--- src/rtl/hsfw_pkg.sv ---
// Shared types, constants and colour lookup for the horizontal span word filler.
// No dependencies; imported by every module of the block.
`default_nettype none

package hsfw_pkg;

  localparam int unsigned WORDS_PER_ROW_DEF = 64;
  localparam int unsigned SPAN_LIMIT        = 512;
  localparam int unsigned QUEUE_DEPTH       = 2;
  localparam int unsigned ADDR_W            = 14;
  localparam int unsigned DATA_W            = 16;
  localparam int unsigned WIDX_W            = 6;

  localparam logic [7:0] PAT_NONE = 8'h00;
  localparam logic [7:0] PAT_FULL = 8'hFF;
  localparam logic [7:0] PAT_STIP = 8'hAA;
  localparam logic [7:0] PAT_ALT  = 8'h55;

  localparam logic [3:0] COL_BLACK       = 4'd0;
  localparam logic [3:0] COL_WHITE       = 4'd1;
  localparam logic [3:0] COL_WHITE_STIP  = 4'd2;
  localparam logic [3:0] COL_GREEN       = 4'd3;
  localparam logic [3:0] COL_GREEN_STIP  = 4'd4;
  localparam logic [3:0] COL_RED         = 4'd5;
  localparam logic [3:0] COL_RED_STIP    = 4'd6;
  localparam logic [3:0] COL_YELLOW      = 4'd7;

  // One classified span, ready for the word emitter.
  typedef struct packed {
    logic [ADDR_W-1:0] row_base;
    logic [WIDX_W-1:0] first_w;
    logic [WIDX_W-1:0] last_w;
    logic [DATA_W-1:0] lead;
    logic [DATA_W-1:0] mid;
    logic [DATA_W-1:0] trail;
    logic              has_lead;
    logic              has_trail;
    logic              or_mode;
  } span_cmd_t;

  // Green mask in the high byte, red mask in the low byte.
  function automatic logic [15:0] colour_masks(logic [3:0] code);
    logic [15:0] m;
    unique case (code)
      COL_BLACK:      m = {PAT_NONE, PAT_NONE};
      COL_WHITE:      m = {PAT_FULL, PAT_FULL};
      COL_WHITE_STIP: m = {PAT_STIP, PAT_STIP};
      COL_GREEN:      m = {PAT_FULL, PAT_NONE};
      COL_GREEN_STIP: m = {PAT_STIP, PAT_NONE};
      COL_RED:        m = {PAT_NONE, PAT_FULL};
      COL_RED_STIP:   m = {PAT_NONE, PAT_STIP};
      COL_YELLOW:     m = {PAT_STIP, PAT_ALT};
      default:        m = {PAT_FULL, PAT_FULL};
    endcase
    return m;
  endfunction

endpackage

`default_nettype wire

--- src/rtl/hsfw_front.sv ---
// Front end: classifies a span request into bounds, word range and edge masks.
// Depends on hsfw_pkg.
`default_nettype none

module hsfw_front #(
  parameter int unsigned WORDS_PER_ROW = hsfw_pkg::WORDS_PER_ROW_DEF
) (
  input  wire logic [8:0]        pos_x,
  input  wire logic [7:0]        pos_y,
  input  wire logic [9:0]        span_length,
  input  wire logic [3:0]        colour,
  input  wire logic              pad,
  input  wire logic              or_mode,
  output hsfw_pkg::span_cmd_t    cmd,
  output logic                   nonempty
);
  import hsfw_pkg::*;

  logic [9:0]  s;
  logic [10:0] sum;
  logic [10:0] e_raw;
  logic [9:0]  e;
  logic        too_short;
  logic [5:0]  sw;
  logic [2:0]  sb;
  logic [6:0]  ew;
  logic [2:0]  eb;
  logic [2:0]  tsh;
  logic        single;
  logic [15:0] masks;
  logic [7:0]  g;
  logic [7:0]  r;
  logic [7:0]  g_t;
  logic [7:0]  r_t;
  logic [15:0] lead;
  logic [15:0] trail;
  logic [16:0] row_prod;

  always_comb begin
    masks     = colour_masks(colour);
    g         = masks[15:8];
    r         = masks[7:0];
    s         = {1'b0, pos_x} + {9'd0, pad};
    sum       = {2'b00, pos_x} + {1'b0, span_length};
    e_raw     = sum - {10'd0, pad};
    too_short = span_length <= {8'd0, pad, 1'b0};
    // clamp the end at the right edge of the row
    e         = (e_raw > 11'(SPAN_LIMIT)) ? 10'(SPAN_LIMIT) : e_raw[9:0];
    nonempty  = !too_short && (e > s);

    sw  = s[8:3];
    sb  = s[2:0];
    ew  = e[9:3];
    eb  = e[2:0];
    tsh = 3'(4'd8 - {1'b0, eb});

    g_t   = g << tsh;
    r_t   = r << tsh;
    lead  = {g >> sb, r >> sb};
    trail = (eb != 3'd0) ? {g_t, r_t} : 16'h0000;

    single = (sb != 3'd0) && (eb != 3'd0) && (sw == ew[5:0]);

    row_prod = 17'(pos_y) * 17'(WORDS_PER_ROW);

    cmd.row_base  = row_prod[ADDR_W-1:0];
    cmd.first_w   = sw;
    cmd.last_w    = (eb != 3'd0) ? ew[5:0] : 6'(ew - 7'd1);
    cmd.lead      = single ? (lead & trail) : lead;
    cmd.mid       = pad ? {1'b0, g[7:1], 1'b0, r[7:1]} : {g, r};
    cmd.trail     = trail;
    cmd.has_lead  = sb != 3'd0;
    cmd.has_trail = (eb != 3'd0) && !single;
    cmd.or_mode   = or_mode;
  end

endmodule

`default_nettype wire

--- src/rtl/hsfw_queue.sv ---
// Short command queue between the span classifier and the word emitter.
// Depends on hsfw_pkg.
`default_nettype none

module hsfw_queue (
  input  wire logic                clk,
  input  wire logic                rst,
  input  wire logic                push,
  input  hsfw_pkg::span_cmd_t      push_cmd,
  output logic                     full,
  input  wire logic                pop,
  output logic                     q_valid,
  output hsfw_pkg::span_cmd_t      q_cmd
);
  import hsfw_pkg::*;

  localparam int unsigned PTR_W = (QUEUE_DEPTH > 1) ? $clog2(QUEUE_DEPTH) : 1;

  span_cmd_t        mem [QUEUE_DEPTH];
  logic [PTR_W-1:0] wr_ptr;
  logic [PTR_W-1:0] rd_ptr;
  logic [PTR_W:0]   count;

  assign full    = count == (PTR_W+1)'(QUEUE_DEPTH);
  assign q_valid = count != '0;
  assign q_cmd   = mem[rd_ptr];

  always_ff @(posedge clk) begin
    if (push) begin
      mem[wr_ptr] <= push_cmd;
    end
  end

  always_ff @(posedge clk) begin
    if (rst) begin
      wr_ptr <= '0;
      rd_ptr <= '0;
      count  <= '0;
    end else begin
      if (push) begin
        wr_ptr <= (wr_ptr == PTR_W'(QUEUE_DEPTH - 1)) ? '0 : wr_ptr + 1'b1;
      end
      if (pop) begin
        rd_ptr <= (rd_ptr == PTR_W'(QUEUE_DEPTH - 1)) ? '0 : rd_ptr + 1'b1;
      end
      if (push && !pop) begin
        count <= count + 1'b1;
      end else if (pop && !push) begin
        count <= count - 1'b1;
      end
    end
  end

endmodule

`default_nettype wire

--- src/rtl/hsfw_back.sv ---
// Back end: walks a span's word range; one framebuffer word a cycle unless stalled.
// Depends on hsfw_pkg.
`default_nettype none

module hsfw_back (
  input  wire logic                clk,
  input  wire logic                rst,
  input  wire logic                q_valid,
  input  hsfw_pkg::span_cmd_t      q_cmd,
  output logic                     pop,
  output logic                     out_valid,
  input  wire logic                out_ready,
  output logic [13:0]              word_addr,
  output logic [15:0]              word_data,
  output logic                     merge_or,
  output logic                     last
);
  import hsfw_pkg::*;

  span_cmd_t         cmd;
  logic              act_valid;
  logic [WIDX_W-1:0] cur_w;
  logic              emit;
  logic              at_end;
  logic [DATA_W-1:0] sel_data;
  logic              sel_merge;

  always_comb begin
    emit   = act_valid && (!out_valid || out_ready);
    pop    = !act_valid && q_valid;
    at_end = cur_w == cmd.last_w;
    priority if (cmd.has_lead && cur_w == cmd.first_w) begin
      sel_data  = cmd.lead;
      sel_merge = cmd.or_mode;
    end else if (cmd.has_trail && at_end) begin
      sel_data  = cmd.trail;
      sel_merge = cmd.or_mode;
    end else begin
      sel_data  = cmd.mid;
      sel_merge = 1'b0;
    end
  end

  always_ff @(posedge clk) begin
    if (rst) begin
      act_valid <= 1'b0;
      out_valid <= 1'b0;
    end else begin
      if (emit) begin
        out_valid <= 1'b1;
      end else if (out_ready) begin
        out_valid <= 1'b0;
      end
      if (emit) begin
        if (at_end) begin
          act_valid <= 1'b0;
        end
      end
      if (pop) begin
        act_valid <= 1'b1;
      end
    end
  end

  always_ff @(posedge clk) begin
    if (pop) begin
      cmd   <= q_cmd;
      cur_w <= q_cmd.first_w;
    end else if (emit) begin
      cur_w <= cur_w + 1'b1;
    end
    if (emit) begin
      word_addr <= cmd.row_base + ADDR_W'(cur_w);
      word_data <= sel_data;
      merge_or  <= sel_merge;
      last      <= at_end;
    end
  end

  a_cur_in_range: assert property (@(posedge clk) disable iff (rst)
    act_valid |-> (cur_w >= cmd.first_w) && (cur_w <= cmd.last_w))
    else $error("word index outside span range");

  a_last_marked: assert property (@(posedge clk) disable iff (rst)
    emit |=> (out_valid && (last == $past(at_end))))
    else $error("final word of span not marked");

  a_mid_overwrites: assert property (@(posedge clk) disable iff (rst)
    (emit && cur_w != cmd.first_w && cur_w != cmd.last_w) |=> !merge_or)
    else $error("middle word emitted with OR merge");

  a_no_load_while_busy: assert property (@(posedge clk) disable iff (rst)
    (act_valid && !(emit && at_end)) |=> $stable(cmd))
    else $error("span command replaced while active");

endmodule

`default_nettype wire

--- src/rtl/hline_span_fill_words.sv ---
// Horizontal span filler: turns span requests into framebuffer word writes.
// Depends on hsfw_pkg, hsfw_front, hsfw_queue, hsfw_back.
//
// Input channel (in_valid/in_ready) takes one span request per transfer: start
// column, row, length, colour code, pad and OR mode. Output channel
// (out_valid/out_ready) gives the word writes of each span in ascending
// address order, with last set on the final write of the span. An empty span
// is accepted and gives no writes.
// A request enters the queue in the cycle it is accepted, then passes the
// emitter's command register and the output register before its first word.
// Throughput: the emitter's single word counter gives one word per cycle while
// out_ready does not stall it; it loads the next span from the queue only
// after the final word of the current one. A full row is 64 words.
// A two-entry queue lets requests be taken while the emitter works; in_ready
// drops when the queue is full.
// When the receiver stalls, the output register holds its word and the
// emitter waits; the queue keeps filling until full.
// Reset empties the queue and the output register; no memory to clear.
`default_nettype none

module hline_span_fill_words #(
  parameter int unsigned WORDS_PER_ROW = hsfw_pkg::WORDS_PER_ROW_DEF
) (
  input  wire logic        clk,
  input  wire logic        rst,
  input  wire logic        in_valid,
  output logic             in_ready,
  input  wire logic [8:0]  pos_x,
  input  wire logic [7:0]  pos_y,
  input  wire logic [9:0]  span_length,
  input  wire logic [3:0]  colour,
  input  wire logic        pad,
  input  wire logic        or_mode,
  output logic             out_valid,
  input  wire logic        out_ready,
  output logic [13:0]      word_addr,
  output logic [15:0]      word_data,
  output logic             merge_or,
  output logic             last
);
  import hsfw_pkg::*;

  span_cmd_t front_cmd;
  span_cmd_t q_cmd;
  logic      nonempty;
  logic      q_full;
  logic      q_valid;
  logic      push;
  logic      pop;

  assign in_ready = !q_full;
  // drop empty spans at the door
  assign push     = in_valid && in_ready && nonempty;

  hsfw_front #(
    .WORDS_PER_ROW(WORDS_PER_ROW)
  ) u_front (
    .pos_x      (pos_x),
    .pos_y      (pos_y),
    .span_length(span_length),
    .colour     (colour),
    .pad        (pad),
    .or_mode    (or_mode),
    .cmd        (front_cmd),
    .nonempty   (nonempty)
  );

  hsfw_queue u_queue (
    .clk     (clk),
    .rst     (rst),
    .push    (push),
    .push_cmd(front_cmd),
    .full    (q_full),
    .pop     (pop),
    .q_valid (q_valid),
    .q_cmd   (q_cmd)
  );

  hsfw_back u_back (
    .clk      (clk),
    .rst      (rst),
    .q_valid  (q_valid),
    .q_cmd    (q_cmd),
    .pop      (pop),
    .out_valid(out_valid),
    .out_ready(out_ready),
    .word_addr(word_addr),
    .word_data(word_data),
    .merge_or (merge_or),
    .last     (last)
  );

endmodule

`default_nettype wire
--- config.mk ---
export PLATFORM = sky130hd
export DESIGN_NAME = hline_span_fill_words
export DESIGN_NICKNAME = d
export VERILOG_FILES = /design/src/rtl/hsfw_pkg.sv /design/src/rtl/hsfw_front.sv /design/src/rtl/hsfw_queue.sv /design/src/rtl/hsfw_back.sv /design/src/rtl/hline_span_fill_words.sv
export SDC_FILE = /design/constraint.sdc
export NUM_CORES = 1
export LEC_CHECK = 0
export BUFFER_PORTS_ARGS = -buffer_cell sky130_fd_sc_hd__clkbuf_2
export CELL_PAD_IN_SITES_DETAIL_PLACEMENT = 1
export CELL_PAD_IN_SITES_GLOBAL_PLACEMENT = 1
export CORE_ASPECT_RATIO = 1.2
export CORE_UTILIZATION = 50
export DETAILED_ROUTE_END_ITERATION = 6
export PLACE_DENSITY_LB_ADDON = 0.1
export SKIP_CTS_REPAIR_TIMING = 1
export SYNTH_ARGS = -nofsm -noshare
export SYNTH_HDL_FRONTEND = slang
export SYNTH_SLANG_ARGS = --single-unit
--- constraint.sdc ---
create_clock -name clk -period 9.5 [get_ports clk]
set_input_delay 0.95 -clock clk [delete_from_list [all_inputs] [get_ports clk]]
set_output_delay 0.95 -clock clk [all_outputs]
set_load 0.005 [all_outputs]
==> results of run 1 <==
==> layout make-up <==
type | count | area [um^2]
timing repair buffer | 76 | 395.4
inverter | 67 | 256.5
fill | 1998 | 8582
clock inverter | 16 | 113.9
clock buffer | 24 | 579.3
tap | 265 | 331.6
multi-input combinational | 439 | 3287
sequential | 228 | 6780
==> metal layers <==
metal	GRT usage (%)	vias to the layer above	wire [um]
met1	29.17	3069	10020
met5	0	-	0
met4	5.630	0	463
met3	2.222	34	871
li1	-	2940	-
met2	38.15	139	11520
==> critical path, cell delays in order <==
cell and delay [ns]:
clkbuf_2 0.25, ha_1 0.29, inv_1 0.06, ha_1 0.18
inv_1 0.06, fa_1 0.40, nor2b_1 0.16, o31a_1 0.26
o21a_1 0.23, o311ai_0 0.14, o21ai_0 0.30, a211oi_1 0.16
o211ai_1 0.31, inv_1 0.09, ha_1 0.30, nand3_1 0.07
or2_2 0.29, nor2_1 0.15, a221oi_1 0.10, a311oi_1 0.60
nor2b_4 0.81, buf_4 0.57
==> sequential cells by signal, indices dropped and copies added (netlist names), named ones only <==
register,count
u_back.act_valid,1
u_back.cmd,61
u_back.cur_w,6
u_back.last,1
u_back.merge_or,1
u_back.out_valid,1
u_back.word_addr,14
u_back.word_data,16
u_queue.count,2
u_queue.mem,122
u_queue.rd_ptr,1
u_queue.wr_ptr,1
==> cell families after synthesis <==
family | Yosys count | synth area share [%]
flip-flops | 228 | 64.92
AND/OR/NAND/NOR | 162 | 7.337
AO/OA/AOI/OAI | 119 | 7.433
buffers and inverters | 96 | 3.728
multiplexers | 83 | 8.703
adder cells (fa/ha/maj) | 40 | 4.867
XOR/XNOR | 35 | 3.009
==> where the power goes <==
part | switching, mW | total (mW) | internal [mW]
logic | 0.548 | 0.909 | 0.361
registers | 0.163 | 1.72 | 1.56
clock network | 0.367 | 0.838 | 0.471
==> worst paths after layout <==
kind,to
max reg2reg,u_back.word_data[15]$_DFFE_PP_
min,u_back.word_addr[13]$_DFFE_PP_
max,u_queue.mem[0][14]$_DFFE_PP_
min reg2reg,u_back.word_addr[13]$_DFFE_PP_
==> cell usage after synthesis (3+ instances only) <==
| cell type | instances | area (um^2) |
|---|---|---|
| nor3_1 | 9 | 45.04 |
| nand2b_1 | 6 | 37.54 |
| dfxtp_1 | 7 | 140.1 |
| mux2_2 | 62 | 698.2 |
| nor2_1 | 53 | 198.9 |
| o21ai_0 | 33 | 165.2 |
| a31oi_1 | 4 | 25.02 |
| inv_1 | 66 | 247.7 |
| xnor2_1 | 17 | 148.9 |
| nand3_1 | 17 | 85.08 |
| nand2_1 | 41 | 153.9 |
| buf_6 | 3 | 33.78 |
| a211oi_1 | 5 | 37.54 |
| o211ai_1 | 4 | 30.03 |
| a21o_1 | 9 | 67.56 |
| xor2_1 | 17 | 148.9 |
| edfxtp_1 | 221 | 6636 |
| mux2i_1 | 21 | 210.2 |
| a21oi_1 | 34 | 170.2 |
| nor2b_1 | 5 | 31.28 |
| or3_1 | 5 | 31.28 |
| o21a_1 | 4 | 30.03 |
| clkbuf_1 | 24 | 90.09 |
| and2_1 | 3 | 18.77 |
| or2_2 | 4 | 25.02 |
| ha_1 | 39 | 488.0 |
| and3_1 | 5 | 31.28 |
| nor4_1 | 3 | 18.77 |
| o31a_1 | 3 | 26.28 |
==> per-stage QoR <==
| stage | instance area, um^2 | hold WS (ns) | setup WS (ns) |
|---|---|---|---|
| floorplan | 10440 | 0.4003 | 1.746 |
| global placement | 11050 | 0.4028 | 2.725 |
| detailed placement | 11050 | 0.4065 | 2.360 |
| CTS | 11740 | 0.4213 | 2.876 |
| global route | 11740 | 0.4320 | 2.440 |
| finish | 11740 | 0.4194 | 2.882 |
==> layout by cell type (no fill, tap or decap), types with 5 or more instances in the layout <==
master     count
nand3_1       17
xor2_1        17
or3_1          5
nor3_1         9
a211oi_1       5
nand2b_1       6
edfxtp_1     221
clkbuf_2      70
buf_4          6
nand2_1       41
mux2_2        62
a21oi_1       34
nor2_1        53
xnor2_1       17
ha_1          39
o21ai_0       33
a21o_1         9
dfxtp_1        6
clkinv_2       5
mux2i_1       21
inv_1         65
and3_1         5
clkinv_1       6
clkbuf_16     23
==> flow_summary_export.csv, run 1 <==
group,metric,value,unit
run_status,run_status,"completed",
critical_path,cp-startpoint,"pad",
global_route,grt_pass1_vias,6710,
synthesis,ys_seq_area_share,64.92,%
floorplan,die_width,133.9,um
synthesis,ys_seq_elements,228,
route,viasPerCell,5.544,
cts,ctsRootBufferMaster,"clkbuf_16",
cts,cts_tree,"yes",
synthesis,synth_nets,840,
synthesis,synth_async_sr_flop_share,0,%
route,first_pass_iters,5,
timing,hold_viol_final,0,
synthesis,synth_cell_types,62,
floorplan,start_util,51.35,%
cts,htree_levels,1,
timing,slew_headroom,20.89,%
critical_path,arrival,6.76,ns
placed_design,dpl.cell_count,1075,
cts,cts_made_buffers,23,
cts,cts_sinks,228,
pwr,p_leak,4.512,nW
timing,finalCritPeriodShare,69.66,%
pwr,p_total,3.469,mW
global_route,antenna_found_initial,0,
critical_path,crit_path_max_fanout,35,
route,postRouteAntennaNets,0,
cells_and_area,fin_cells,1115,
placed_design,place.gp.congestion,0.8716,
timing,clock_skew,0.01894,ns
global_route,grt_overflow,0,
worst_hold_path,holdCritStartpoint,"u_back.cmd[76]$_DFFE_PP_",
cts,clock_latency,0.50,ns
global_route,grt_max_degree,62,
global_route,grt_pass1_wl,36280,um
synthesis,synth_ff_type,"edfxtp_1",
cts,path_clk_slew,0.06,ns
critical_path,reg2reg_depth,6,
synthesis,synth_edf_count,221,
cells_and_area,num-nets-final,912,
critical_path,required,9.64,ns
floorplan,row_count,57,
placed_design,place_hpwl,16020,um
cells_and_area,antennaDiodeCount,0,
cells_and_area,layout-drive-gt1-share,22.35,%
placed_design,numPortBuffers,70,
critical_path,reg2reg_from,"u_back.cur_w[2]$_DFFE_PP_",
critical_path,startpoint_type,"input pin",
synthesis,synthCells,763,
route,wl_per_cell,20.51,um
timing,min_period,6.618,ns
timing,max_freq,151.1,MHz
synthesis,syn_area_per_cell,13.68,um^2
floorplan,design.die.area,0.02146,mm^2
route,drc,0,
global_route,grt_usage,21.90,%
route,vias,6182,
critical_path,worstSetupEndpointType,"flop",
timing,setup-tns-final,0,ns
critical_path,critical_path_class,"in -> reg",
timing,worst_slew_pin_slew,1.184,ns
cts,ctsLongestPathBuffers,3,
floorplan,ioPinCount,71,
synthesis,netlist_area,0.01044,mm^2
route,drt_iter0_markers,377,
synthesis,yosysWarnings,0,
floorplan,die_h,160.3,um
timing,grt_setup_unrepaired,"false",
floorplan,core_region_area,0.02033,mm^2
cells_and_area,postLayoutCoreUtil,57.78,%
cells_and_area,area_growth,12.52,%
pwr,ir_drop,0.2010,mV
timing,slew_viol_final,0,
worst_hold_path,min_path_type,"reg -> reg",
timing,setup_viol_count_final,0,
flow_run,drv_cap,0,
pwr,power_density,295.4,mW/mm^2
worst_hold_path,hold_depth,0,
route,routed_wl,22870,um
critical_path,rrSetupSlack,6.09,ns
(Power assumes the default switching activity.)
==> run 2, diff against run 1 <==
--- a/config.mk
+++ b/config.mk
@@ -5,11 +5,12 @@
 export SDC_FILE = /design/constraint.sdc
 export NUM_CORES = 1
 export LEC_CHECK = 0
+export ABC_AREA = 1
 export BUFFER_PORTS_ARGS = -buffer_cell sky130_fd_sc_hd__clkbuf_2
 export CELL_PAD_IN_SITES_DETAIL_PLACEMENT = 1
 export CELL_PAD_IN_SITES_GLOBAL_PLACEMENT = 1
 export CORE_ASPECT_RATIO = 1.2
-export CORE_UTILIZATION = 50
+export CORE_UTILIZATION = 45
 export DETAILED_ROUTE_END_ITERATION = 6
 export PLACE_DENSITY_LB_ADDON = 0.1
 export SKIP_CTS_REPAIR_TIMING = 1
==> constraint.sdc (replaced) <==
create_clock -name clk -period 5.9 [get_ports clk]
set_input_delay 0.59 -clock clk [delete_from_list [all_inputs] [get_ports clk]]
set_output_delay 0.59 -clock clk [all_outputs]
set_load 0.005 [all_outputs]
==> run 2 against run 1 <==
  * Global-route usage fell by 2.4 points
  * Non-clock buffer count did not move
  * Sequential cell count did not move
  * Critical endpoint is now u_queue.count[1]$_SDFFE_PP0P_
  * Setup slack got worse by 1.4 ns
  * Sequential share of layout area fell by 0.32 points
  * Largest power group unchanged
  * Synthesized area fell by 0.46%
  * Via count rose by 3.0%
  * Count of clock-buffer cells in the layout rose by 4
  * First-iteration DRC count fell by 18%
  * Clock power rose by 59%
==> flow_summary_export.csv, run 2 <==
group,metric,value,unit
run_status,run_status,"completed",
timing,slew_headroom,33.68,%
critical_path,cpLargestDelayFamily,"adder cells",
global_route,antenna_found_initial,1,
synthesis,yosysWarnings,0,
cells_and_area,fillers,2347,
route,viasPerCell,5.190,
pwr,p_seq_share,48.2,%
route,postRouteAntennaNets,0,
critical_path,startpoint_type,"input pin",
synthesis,synth_area_leader_cell,"edfxtp_1",
timing,setup-tns-final,0,ns
cts,cts_made_buffers,23,
route,wl_per_cell,18.37,um
synthesis,synthCells,846,
cts,clock_latency,0.50,ns
route,drt_iter0_markers,308,
synthesis,synth_simple_gate_area_share,11.56,%
pwr,power_density,465.2,mW/mm^2
pwr,swShare,31.07,%
synthesis,yosysTopAreaCellShare,63.87,%
synthesis,synth_async_sr_flop_share,0,%
worst_hold_path,hold_end,"u_queue.mem[1][68]$_DFFE_PP_",
critical_path,critical_path_class,"in -> reg",
cells_and_area,regMostFlops,"u_queue.mem",
cells_and_area,final_common_cell,"edfxtp_1",
cells_and_area,antennaDiodeCount,0,
placed_design,place.gp.congestion,0.8154,
cells_and_area,largest_reg_flops,122,
timing,worst_slew_pin_slew,0.9924,ns
timing,fin_worst_hold_slack,0.2990,ns
pwr,p_int,3.785,mW
cells_and_area,largest_registers,"u_queue.mem: 122 flops, u_back.cmd: 61 flops, u_back.word_data: 16 flops",
floorplan,row_count,60,
synthesis,synth_edf_count,221,
critical_path,timing.rr.end,"u_back.word_data[2]$_DFFE_PP_",
route,drc,0,
critical_path,reg2reg_from,"u_back.cur_w[2]$_DFFE_PP_",
timing,clock_skew,0.01544,ns
placed_design,numPortBuffers,70,
timing,finalCritPeriodShare,75.12,%
cts,ctsRootBufferMaster,"clkbuf_16",
pwr,ir_drop,0.3143,mV
cts,cts_sinks,228,
pwr,pwr-share-clk,24.3,%
critical_path,cp_slowest_cell,"fa_1",
critical_path,crit_buf_inv,5,
synthesis,synth_ff_type,"edfxtp_1",
synthesis,ys_seq_area_share,65.22,%
critical_path,worstSetupEndpointType,"flop",
floorplan,die_h,168.5,um
synthesis,synthXorXnorAreaFrac,1.770,%
worst_hold_path,hold_depth,1,
cells_and_area,num-nets-final,1011,
floorplan,start_util,46.13,%
critical_path,reg2reg_depth,8,
route,first_pass_iters,4,
route,routed_wl,22540,um
global_route,grt_usage,19.48,%
worst_hold_path,min_path_type,"in -> reg",
global_route,grt_max_degree,73,
synthesis,netlist_area,0.01039,mm^2
critical_path,arrival,4.87,ns
synthesis,synth_mux_area_share,6.611,%
timing,slew_viol_final,0,
critical_path,required,6.34,ns
synthesis,synth_top_family_by_area,"simple AND/OR/NAND/NOR gates",
synthesis,synthAdderAreaFrac,4.889,%
synthesis,post-synth-top-count-cell,"edfxtp_1",
cells_and_area,layout-drive-gt1-share,21.41,%
synthesis,synth_nets,923,
timing,grt_setup_unrepaired,"false",
flow_run,drv_cap,0,
synthesis,synth_cell_types,47,
global_route,grt_pass1_wl,35760,um
synthesis,synthTopCellsByArea,"edfxtp_1 (64%), mux2_2 (6.6%), nand2_1 (4.8%), ha_1 (4.7%), inv_1 (4.7%)",
route,route.met2.wl,11350,um
critical_path,cpPeakStageDelay,0.39,ns
synthesis,ys_seq_elements,228,
critical_path,crit_path_max_fanout,8,
global_route,grt_pass1_vias,6866,
floorplan,die_width,140.7,um
synthesis,synth_compound_area_share,4.648,%
floorplan,ioPinCount,71,
timing,max_freq,225.6,MHz
cts,path_clk_slew,0.06,ns
pwr,pwr-share-comb,27.5,%
timing,hold_viol_final,0,
synthesis,syn_area_per_cell,12.28,um^2
critical_path,rrSetupSlack,2.86,ns
cells_and_area,area_growth,13.62,%
cts,htree_levels,1,
route,wl_met3,786,um
route,vias,6368,
floorplan,design.die.area,0.02370,mm^2
route,wl_met1,9916,um
cts,ctsLongestPathBuffers,3,
timing,min_period,4.432,ns
worst_hold_path,holdCritStartpoint,"pos_y[5]",
floorplan,core_region_area,0.02252,mm^2
placed_design,place_hpwl,15920,um
critical_path,cp-startpoint,"pad",
pwr,p_leak,4.779,nW
synthesis,synth_commonest_cells,"edfxtp_1 (221), nand2_1 (133), inv_1 (130)",
route,dr.max_layer_used,"met5",
cells_and_area,layout_common_cells,"edfxtp_1 (221), nand2_1 (133), inv_1 (130)",
global_route,grt_overflow,0,
pwr,power.switching,1.706,mW
cts,cts_tree,"yes",
timing,setup_viol_count_final,0,
[run 2: cell type report]
cell class	count	area (um^2)	share of cell area, %
Timing Repair Buffer	76	420.4	3.561
Tap cell	279	349.1	2.957
Inverter	131	493.0	4.176
Sequential cell	228	6778	57.41
Clock buffer	28	594.3	5.034
Multi-Input combinational cell	474	3089	26.17
Clock inverter	11	81.33	0.6889
[run 2: worst max-delay path by stage]
stage | to | slack [ns] | depth (start not counted)
final | u_queue.count[1]$_SDFFE_PP0P_ | 1.47 | 28
after global placement | u_queue.mem[1][5]$_DFFE_PP_ | 1.12 | 22
after floorplan | u_queue.mem[1][0]$_DFFE_PP_ | 0.54 | 21
after CTS | u_queue.mem[1][11]$_DFFE_PP_ | 1.44 | 22
after detailed placement | u_queue.mem[1][5]$_DFFE_PP_ | 0.94 | 22
after global routing | u_queue.mem[1][37]$_DFFE_PP_ | 1.13 | 24
[run 2: metal layers]
layer / vias up / global-route usage (%)
li1: 3092 / -
met5: - / 0
met2: 122 / 34.29
met4: 2 / 5.860
met1: 3115 / 25.10
met3: 37 / 2.518
[run 2: power groups by stage]
stage	logic, mW	clock network [mW]	registers, mW
CTS	1.54	1.37	2.65
global route	1.68	1.42	2.69
floorplan	1.01	0	2.65
global placement	1.46	0	2.65
detailed placement	1.52	0	2.68
finish	1.51	1.33	2.65
[run 2: cells by family after synthesis]
family	count (synthesis)
XOR/XNOR	18
adder cells (fa/ha/maj)	40
AO/OA/AOI/OAI	87
buffers and inverters	144
flip-flops	228
multiplexers	61
AND/OR/NAND/NOR	268
[run 2: stage by stage]
stage / util, % / worst slack, ns / total power, mW / instance area [um^2] / cells
floorplan: - / 0.5418 / 3.667 / 10400 / 846
global placement: 49.42 / 1.121 / 4.113 / 11130 / 1188
detailed placement: 49.42 / 0.9383 / 4.205 / 11130 / 1188
CTS: 52.42 / 1.444 / 5.562 / 11810 / 1227
global route: 52.42 / 1.134 / 5.791 / 11810 / 1227
finish: 52.42 / 1.468 / 5.491 / 11810 / 1227
